### src/design/assert_macros.svh
// Assertion macros shared by the deframer RTL.
// Each macro expects clk and rst_n in scope; no other dependencies.
`ifndef ASSERT_MACROS_SVH
`define ASSERT_MACROS_SVH

// Consequent checked in the cycle after the antecedent.
`define ASSERT_NEXT(label, ante, cons) \
  label: assert property (@(posedge clk) disable iff (!rst_n) (ante) |=> (cons)) \
    else $error("assertion failed: next-cycle check");

// Consequent checked in the same cycle as the antecedent.
`define ASSERT_SAME(label, ante, cons) \
  label: assert property (@(posedge clk) disable iff (!rst_n) (ante) |-> (cons)) \
    else $error("assertion failed: same-cycle check");

`endif

### src/design/cwd_pkg.sv
// Shared types, constants and the CRC-8 function of the word deframer.
// No dependencies.
`timescale 1ns / 1ps

package cwd_pkg;

  localparam logic [7:0] CRC_POLY = 8'h31;
  localparam logic [7:0] CRC_INIT = 8'hFF;
  localparam logic [4:0] WPR_RESET = 5'd2;

  typedef struct packed {
    logic [15:0] word_value;
    logic        crc_ok;
    logic [3:0]  word_index;
    logic        last_word;
  } cwd_result_t;

  // One byte of CRC-8, MSB first, no reflection.
  function automatic logic [7:0] crc8_byte(input logic [7:0] crc, input logic [7:0] b);
    logic [7:0] c;
    c = crc ^ b;
    for (int k = 0; k < 8; k++) begin
      if (c[7]) begin
        c = {c[6:0], 1'b0} ^ CRC_POLY;
      end else begin
        c = {c[6:0], 1'b0};
      end
    end
    return c;
  endfunction

endpackage

### src/design/cwd_out_buf.sv
// Two-entry result buffer between the framing logic and the output channel.
// Depends on cwd_pkg (result struct) and assert_macros.svh.
`timescale 1ns / 1ps
`include "assert_macros.svh"

module cwd_out_buf (
  input  logic                clk,
  input  logic                rst_n,
  input  logic                push,
  input  cwd_pkg::cwd_result_t push_data,
  output logic                full,
  output logic                out_valid,
  input  logic                out_ready,
  output cwd_pkg::cwd_result_t out_data
);

  logic                 head_vld_r, head_vld_nxt;
  logic                 tail_vld_r, tail_vld_nxt;
  cwd_pkg::cwd_result_t head_r, head_nxt;
  cwd_pkg::cwd_result_t tail_r, tail_nxt;
  logic                 pop;

  assign pop       = head_vld_r && out_ready;
  assign full      = tail_vld_r;
  assign out_valid = head_vld_r;
  assign out_data  = head_r;

  always_comb begin
    head_vld_nxt = head_vld_r;
    tail_vld_nxt = tail_vld_r;
    head_nxt     = head_r;
    tail_nxt     = tail_r;
    if (pop) begin
      if (tail_vld_r) begin
        head_nxt     = tail_r;
        tail_vld_nxt = push;
        tail_nxt     = push_data;
      end else begin
        head_vld_nxt = push;
        head_nxt     = push_data;
      end
    end else if (push) begin
      if (head_vld_r) begin
        tail_vld_nxt = 1'b1;
        tail_nxt     = push_data;
      end else begin
        head_vld_nxt = 1'b1;
        head_nxt     = push_data;
      end
    end
  end

  always_ff @(posedge clk) begin
    if (!rst_n) begin
      head_vld_r <= 1'b0;
      tail_vld_r <= 1'b0;
    end else begin
      head_vld_r <= head_vld_nxt;
      tail_vld_r <= tail_vld_nxt;
    end
    head_r <= head_nxt;
    tail_r <= tail_nxt;
  end

  // tail entry never holds data without a head entry
  `ASSERT_SAME(a_tail_needs_head, tail_vld_r, head_vld_r)
  // push is never offered into a full buffer
  `ASSERT_SAME(a_no_push_full, push, !tail_vld_r)
  // a waiting head that is not taken stays in place
  `ASSERT_NEXT(a_head_holds, head_vld_r && !out_ready, head_vld_r && $stable(head_r))

endmodule

### src/design/crc_checked_word_deframer.sv
// CRC-8 (0x31, init 0xFF) checked word deframer: 3 bytes in, one word result out.
// Throughput: one byte per cycle; in_ready drops only when both result entries wait.
// A result enters the result buffer when its CRC byte is accepted; out_* show its head entry.
// Rate is set by the two-entry result buffer; framing state is registered per accepted byte.
// rst_n (synchronous, active low) resets phase, counter, CRC (to 0xFF), buffer; words_per_read = 2.
`timescale 1ns / 1ps
`include "assert_macros.svh"

module crc_checked_word_deframer (
  input  logic        clk,
  input  logic        rst_n,
  // input channel: one reply byte per beat
  input  logic        in_valid,
  output logic        in_ready,
  input  logic [7:0]  in_data_byte,
  input  logic        in_start_of_read,
  // result channel: one beat per completed word
  output logic        out_valid,
  input  logic        out_ready,
  output logic [15:0] out_word_value,
  output logic        out_crc_ok,
  output logic [3:0]  out_word_index,
  output logic        out_last_word,
  // configuration: words_per_read
  input  logic        cfg_wr_en,
  input  logic [4:0]  cfg_wr_data
);

  // Position within the three-byte group.
  typedef enum logic [1:0] {
    PH_HIGH,
    PH_LOW,
    PH_CRC
  } phase_t;

  phase_t      phase_r, phase_nxt, phase_eff;
  logic [7:0]  crc_r, crc_nxt;
  logic [7:0]  high_r, high_nxt;
  logic [7:0]  low_r, low_nxt;
  logic [3:0]  cnt_r, cnt_nxt, cnt_eff;
  logic [4:0]  wpr_r;
  logic        accept;
  logic        push;
  logic        buf_full;
  logic        is_last;
  cwd_pkg::cwd_result_t res, out_res;

  assign in_ready = !buf_full;
  assign accept   = in_valid && in_ready;

  // start_of_read restarts framing before this beat is used
  assign phase_eff = in_start_of_read ? PH_HIGH : phase_r;
  assign cnt_eff   = in_start_of_read ? 4'd0 : cnt_r;

  // last-word compare done at 5 bits, so 0 or >16 never matches
  assign is_last = ({1'b0, cnt_eff} == (wpr_r - 5'd1));

  always_comb begin
    res.word_value = {high_r, low_r};
    res.crc_ok     = (in_data_byte == crc_r);
    res.word_index = cnt_eff;
    res.last_word  = is_last;
  end

  always_comb begin
    phase_nxt = phase_r;
    crc_nxt   = crc_r;
    high_nxt  = high_r;
    low_nxt   = low_r;
    cnt_nxt   = cnt_r;
    push      = 1'b0;
    if (accept) begin
      cnt_nxt = cnt_eff;
      case (phase_eff)
        PH_LOW: begin
          low_nxt   = in_data_byte;
          crc_nxt   = cwd_pkg::crc8_byte(crc_r, in_data_byte);
          phase_nxt = PH_CRC;
        end
        PH_CRC: begin
          push      = 1'b1;
          crc_nxt   = cwd_pkg::CRC_INIT;
          phase_nxt = PH_HIGH;
          cnt_nxt   = is_last ? 4'd0 : cnt_eff + 4'd1;
        end
        default: begin
          // first byte of a word; stray phase code behaves the same
          high_nxt  = in_data_byte;
          crc_nxt   = cwd_pkg::crc8_byte(cwd_pkg::CRC_INIT, in_data_byte);
          phase_nxt = PH_LOW;
        end
      endcase
    end
  end

  always_ff @(posedge clk) begin
    if (!rst_n) begin
      phase_r <= PH_HIGH;
      crc_r   <= cwd_pkg::CRC_INIT;
      cnt_r   <= 4'd0;
      wpr_r   <= cwd_pkg::WPR_RESET;
    end else begin
      phase_r <= phase_nxt;
      crc_r   <= crc_nxt;
      cnt_r   <= cnt_nxt;
      if (cfg_wr_en) begin
        wpr_r <= cfg_wr_data;
      end
    end
    high_r <= high_nxt;
    low_r  <= low_nxt;
  end

  cwd_out_buf u_out_buf (
    .clk       (clk),
    .rst_n     (rst_n),
    .push      (push),
    .push_data (res),
    .full      (buf_full),
    .out_valid (out_valid),
    .out_ready (out_ready),
    .out_data  (out_res)
  );

  assign out_word_value = out_res.word_value;
  assign out_crc_ok     = out_res.crc_ok;
  assign out_word_index = out_res.word_index;
  assign out_last_word  = out_res.last_word;

  // a result only comes from a CRC beat with no restart
  `ASSERT_SAME(a_push_on_crc, push, phase_r == PH_CRC && !in_start_of_read)
  // after a word completes, framing is back at the first byte with a fresh CRC
  `ASSERT_NEXT(a_word_done, push, phase_r == PH_HIGH && crc_r == cwd_pkg::CRC_INIT)
  // a restart beat always becomes the high byte of word zero
  `ASSERT_NEXT(a_restart, accept && in_start_of_read, phase_r == PH_LOW && cnt_r == 4'd0)

endmodule

### config.mk
export PLATFORM = sky130hd
export DESIGN_NAME = crc_checked_word_deframer
export DESIGN_NICKNAME = d
export VERILOG_FILES = /design/src/design/cwd_pkg.sv /design/src/design/cwd_out_buf.sv /design/src/design/crc_checked_word_deframer.sv
export VERILOG_INCLUDE_DIRS = /design/src /design/src/design
export SDC_FILE = /design/constraint.sdc
export NUM_CORES = 1
export LEC_CHECK = 0
export BUFFER_PORTS_ARGS = -buffer_cell sky130_fd_sc_hd__buf_2
export CAP_MARGIN = 40
export CORE_MARGIN = 2
export CORE_UTILIZATION = 53
export DETAILED_ROUTE_END_ITERATION = 6
export GPL_TIMING_DRIVEN = 0
export PLACE_DENSITY = 0.84
export SETUP_SLACK_MARGIN = 0.1
export SYNTH_ARGS = -nofsm -noshare
export SYNTH_HDL_FRONTEND = slang
export SYNTH_SLANG_ARGS = --single-unit
### constraint.sdc
create_clock -name clk -period 3.3 [get_ports clk]
set_input_delay 0.165 -clock clk [delete_from_list [all_inputs] [get_ports clk]]
set_output_delay 0.165 -clock clk [all_outputs]
set_load 0.01 [all_outputs]
==> impl_metrics.xml <==
<?xml version="1.0" encoding="UTF-8"?>
<metrics>
  <group name="final_layout">
    <metric name="mostFrequentLayoutCell" unit="">nand2_1</metric>
    <metric name="inserted_diodes" unit="">0</metric>
    <metric name="most-common-layout-cells" unit="">75 x nand2_1, 60 x edfxtp_1, 42 x buf_2</metric>
    <metric name="fin_nets" unit="">395</metric>
    <metric name="finalInstanceArea" unit="um^2">4230</metric>
    <metric name="drive_above_1_share" unit="%">19.4</metric>
    <metric name="postLayoutCoreUtil" unit="%">62.6</metric>
    <metric name="syn2layout_area_growth" unit="%">14.5</metric>
    <metric name="final_cell_count_no_fill" unit="">457</metric>
  </group>
  <group name="worst_hold_path">
    <metric name="min_to" unit="">wpr_r[1]</metric>
    <metric name="holdCritStartpoint" unit="">cfg_wr_data[1]</metric>
    <metric name="hold-path-cell-count" unit="">3</metric>
    <metric name="min_path_type" unit="">in2reg</metric>
  </group>
  <group name="run_status">
    <metric name="status" unit="">completed</metric>
  </group>
  <group name="clock_tree">
    <metric name="clock_latency" unit="ps">360</metric>
    <metric name="clock_sinks" unit="">81</metric>
    <metric name="htreeDepth" unit="">3</metric>
    <metric name="cts_repair_resize_count" unit="">0</metric>
    <metric name="cts-root-buf" unit="">clkbuf_8</metric>
    <metric name="clk_transition_reported_paths" unit="ps">80</metric>
    <metric name="cts-root-to-sink-buffers" unit="">2</metric>
    <metric name="hold_buffers" unit="">0</metric>
    <metric name="clock_tree_from_tritoncts" unit="">built</metric>
    <metric name="tritoncts_buffer_count" unit="">9</metric>
    <metric name="cts_setup_buffers" unit="">0</metric>
  </group>
  <group name="setup_path">
    <metric name="crit_fanout" unit="">19</metric>
    <metric name="worst-endpoint-required" unit="ps">3360</metric>
    <metric name="critPathLaunchType" unit="">flop</metric>
    <metric name="timing.reg2reg.worst_path_depth" unit="">9</metric>
    <metric name="timing.rr.start" unit="">phase_r[1]</metric>
    <metric name="regToRegEndpoint" unit="">u_out_buf.tail_r[16]</metric>
    <metric name="regToRegSetupSlack" unit="ps">1130</metric>
    <metric name="crit_type" unit="">reg2reg</metric>
    <metric name="cp.arrival" unit="ps">2220</metric>
    <metric name="worst_setup_path_end_kind" unit="">flop</metric>
  </group>
  <group name="global_route">
    <metric name="grt_util_all_layers" unit="%">20.1</metric>
    <metric name="initial_antenna_violation_count" unit="">0</metric>
    <metric name="grt_overflow" unit="">0</metric>
    <metric name="grt_first_pass_wirelength" unit="um">11700</metric>
    <metric name="grt_pass1_vias" unit="">2528</metric>
    <metric name="largest_net_degree_at_the_start_of_global_routing" unit="">20</metric>
  </group>
  <group name="timing">
    <metric name="hold_viol" unit="">0</metric>
    <metric name="fin_worst_hold_slack" unit="ps">27.6</metric>
    <metric name="final.period_utilization" unit="%">65.6</metric>
    <metric name="final.setup.tns" unit="ps">0</metric>
    <metric name="timing.max_slew.rel_slack" unit="%">62.6</metric>
    <metric name="rsz_0062_raised_after_global_routing" unit="">no</metric>
    <metric name="final.min_clock_period" unit="ps">2170</metric>
    <metric name="fmax" unit="GHz">0.462</metric>
    <metric name="report.final.slew_viol_count" unit="">0</metric>
    <metric name="worst_margin_pin_slew" unit="ps">561</metric>
    <metric name="layout_setup_ws" unit="ps">1130</metric>
    <metric name="final-setup-viol-count" unit="">0</metric>
    <metric name="finClkSkew" unit="ps">7.81</metric>
  </group>
  <group name="floorplanning">
    <metric name="placeableCoreArea" unit="um^2">6760</metric>
    <metric name="fp.dieArea" unit="um^2">7660</metric>
    <metric name="ios" unit="">43</metric>
    <metric name="row_count" unit="">30</metric>
    <metric name="die_height" unit="um">87.5</metric>
    <metric name="fp.dieW" unit="um">87.5</metric>
    <metric name="starting_density_of_the_core" unit="%">54.7</metric>
  </group>
  <group name="synth">
    <metric name="yosys.area_share.simple" unit="%">14.9</metric>
    <metric name="synth_warnings" unit="">0</metric>
    <metric name="synth_area_per_cell" unit="um^2">11.6</metric>
    <metric name="synth_fp_nets" unit="">342</metric>
    <metric name="synth_top_cell_area_share" unit="%">48.7</metric>
    <metric name="flops_latches_synth" unit="">81</metric>
    <metric name="synth_mux_area_share" unit="%">1.69</metric>
    <metric name="synth.cell_area" unit="um^2">3700</metric>
    <metric name="seq_area_frac_synth" unit="%">60.1</metric>
    <metric name="post_synth_inst_count" unit="">319</metric>
    <metric name="post_synth_xor_area_fraction" unit="%">11.0</metric>
    <metric name="synth_top_family_by_area" unit="">simple AND/OR/NAND/NOR gates</metric>
    <metric name="yosys.cell_types.count" unit="">43</metric>
    <metric name="synth-compound-area-share" unit="%">8.16</metric>
    <metric name="asyncSetResetFlopFracSynth" unit="%">0</metric>
    <metric name="yosysTopAreaCell" unit="">edfxtp_1</metric>
    <metric name="post_synthesis_adder_cell_area_fraction" unit="%">1.35</metric>
    <metric name="post_synth_edffs" unit="">60</metric>
    <metric name="synth-main-ff-cell" unit="">edfxtp_1</metric>
    <metric name="synth.top_cells.by_area" unit="">edfxtp_1 49%, dfxtp_1 11%, nand2_1 7.6%, xnor2_1 5.5%, xor3_2 2.0%</metric>
  </group>
  <group name="power">
    <metric name="ir_drop" unit="mV">0.244</metric>
    <metric name="static-leakage-power" unit="nW">1.67</metric>
    <metric name="total_power" unit="mW">2.15</metric>
    <metric name="pwr_density_cell" unit="nW/um^2">509</metric>
  </group>
  <group name="drt">
    <metric name="drt_iter0_markers" unit="">178</metric>
    <metric name="detail_route.vias_per_cell" unit="">5.44</metric>
    <metric name="antenna_left" unit="">0</metric>
    <metric name="dr.pass1.iters" unit="">4</metric>
    <metric name="totalWireLength" unit="um">7040</metric>
    <metric name="avgRoutedWirePerCell" unit="um">15.4</metric>
    <metric name="route.detailed.drc" unit="">0</metric>
    <metric name="detailroute.via_count" unit="">2484</metric>
  </group>
  <group name="placed_design">
    <metric name="pre_cts_slack" unit="ps">1090</metric>
    <metric name="detailed_place_hpwl" unit="um">4960</metric>
    <metric name="place.detailed.instances" unit="">441</metric>
    <metric name="post_detailed_placement_cell_area" unit="um^2">4030</metric>
    <metric name="numPortBuffers" unit="">40</metric>
    <metric name="gp_congestion" unit="">0.860</metric>
  </group>
  <group name="run">
    <metric name="max-cap-violations" unit="">0</metric>
  </group>
</metrics>
==> worst max-delay path: stages (launching register included) <==
cell and delay, ps:
dfxtp_1 330, nand2b_1 70, inv_1 60, ha_1 200
clkbuf_1 370, nand2_1 120, nor3_1 170, a21oi_1 70
nor2b_2 250, buf_8 220
==> cell type report <==
cell class | instances | area (um^2)
multi-input combinational | 214 | 1380
fill | 505 | 2520
buffer | 15 | 66.3
tap | 80 | 100
clock inverter | 7 | 76.3
sequential | 81 | 2220
timing repair buffer | 42 | 230
clock buffer | 9 | 124
inverter | 9 | 35.0
==> layer usage <==
metal  vias up  track usage [%]  share of wire, %
li1       1211                -                 -
met1      1192             24.5                43
met2        69             34.1                51
met3        12             5.12               5.0
met4         0             8.25               1.3
met5         -                0                 0
==> kinds of logic (layout without fill, tap and decap cells) <==
kind of cell | after synthesis | count (layout)
fa+ha+maj | 4 | 4
simple gates | 121 | 121
xor+xnor | 37 | 37
mux | 6 | 6
flops | 81 | 81
buf+inv | 24 | 82
compound gates | 46 | 46
==> cell usage after synthesis, types with 2 or more instances <==
cell type	instances
a21boi_0	2
a21oi_1	13
a31oi_1	3
and2_1	4
buf_2	2
clkbuf_1	12
dfxtp_1	21
edfxtp_1	60
ha_1	4
inv_1	8
mux2i_1	4
nand2_1	75
nand2b_1	5
nand3_1	10
nand4_1	4
nor2_1	8
nor2b_1	8
nor3_1	2
o211ai_1	4
o21a_1	4
o21ai_0	10
o21ai_1	3
xnor2_1	23
xnor3_1	2
xor2_1	8
xor3_2	3
==> sequential cells by signal, indices dropped and copies added, names as in the netlist <==
name                 count
u_out_buf.tail_r        22
crc_r                    8
cnt_r                    4
wpr_r                    5
u_out_buf.full           1
low_r                    8
u_out_buf.out_data      22
high_r                   8
phase_r                  2
u_out_buf.out_valid      1
==> worst max-delay path by stage <==
stage | slack, ps | from | to
after global placement | -400 | in_start_of_read | u_out_buf.out_data[13]
final | 1130 | phase_r[1] | u_out_buf.tail_r[16]
after detailed placement | 1090 | in_start_of_read | u_out_buf.tail_r[7]
after CTS | 1140 | phase_r[1] | u_out_buf.tail_r[10]
after global routing | 920 | phase_r[1] | u_out_buf.tail_r[10]
after floorplan | 280 | in_start_of_read | u_out_buf.out_data[0]
==> power breakdown <==
group / total [mW] / internal (mW) / switching, mW
Clock: 0.735 / 0.355 / 0.381
Sequential: 1.14 / 1.12 / 0.0196
Combinational: 0.281 / 0.137 / 0.143
Total: 2.15 / 1.61 / 0.544
No activity file was read; power rests on OpenSTA's default activity.
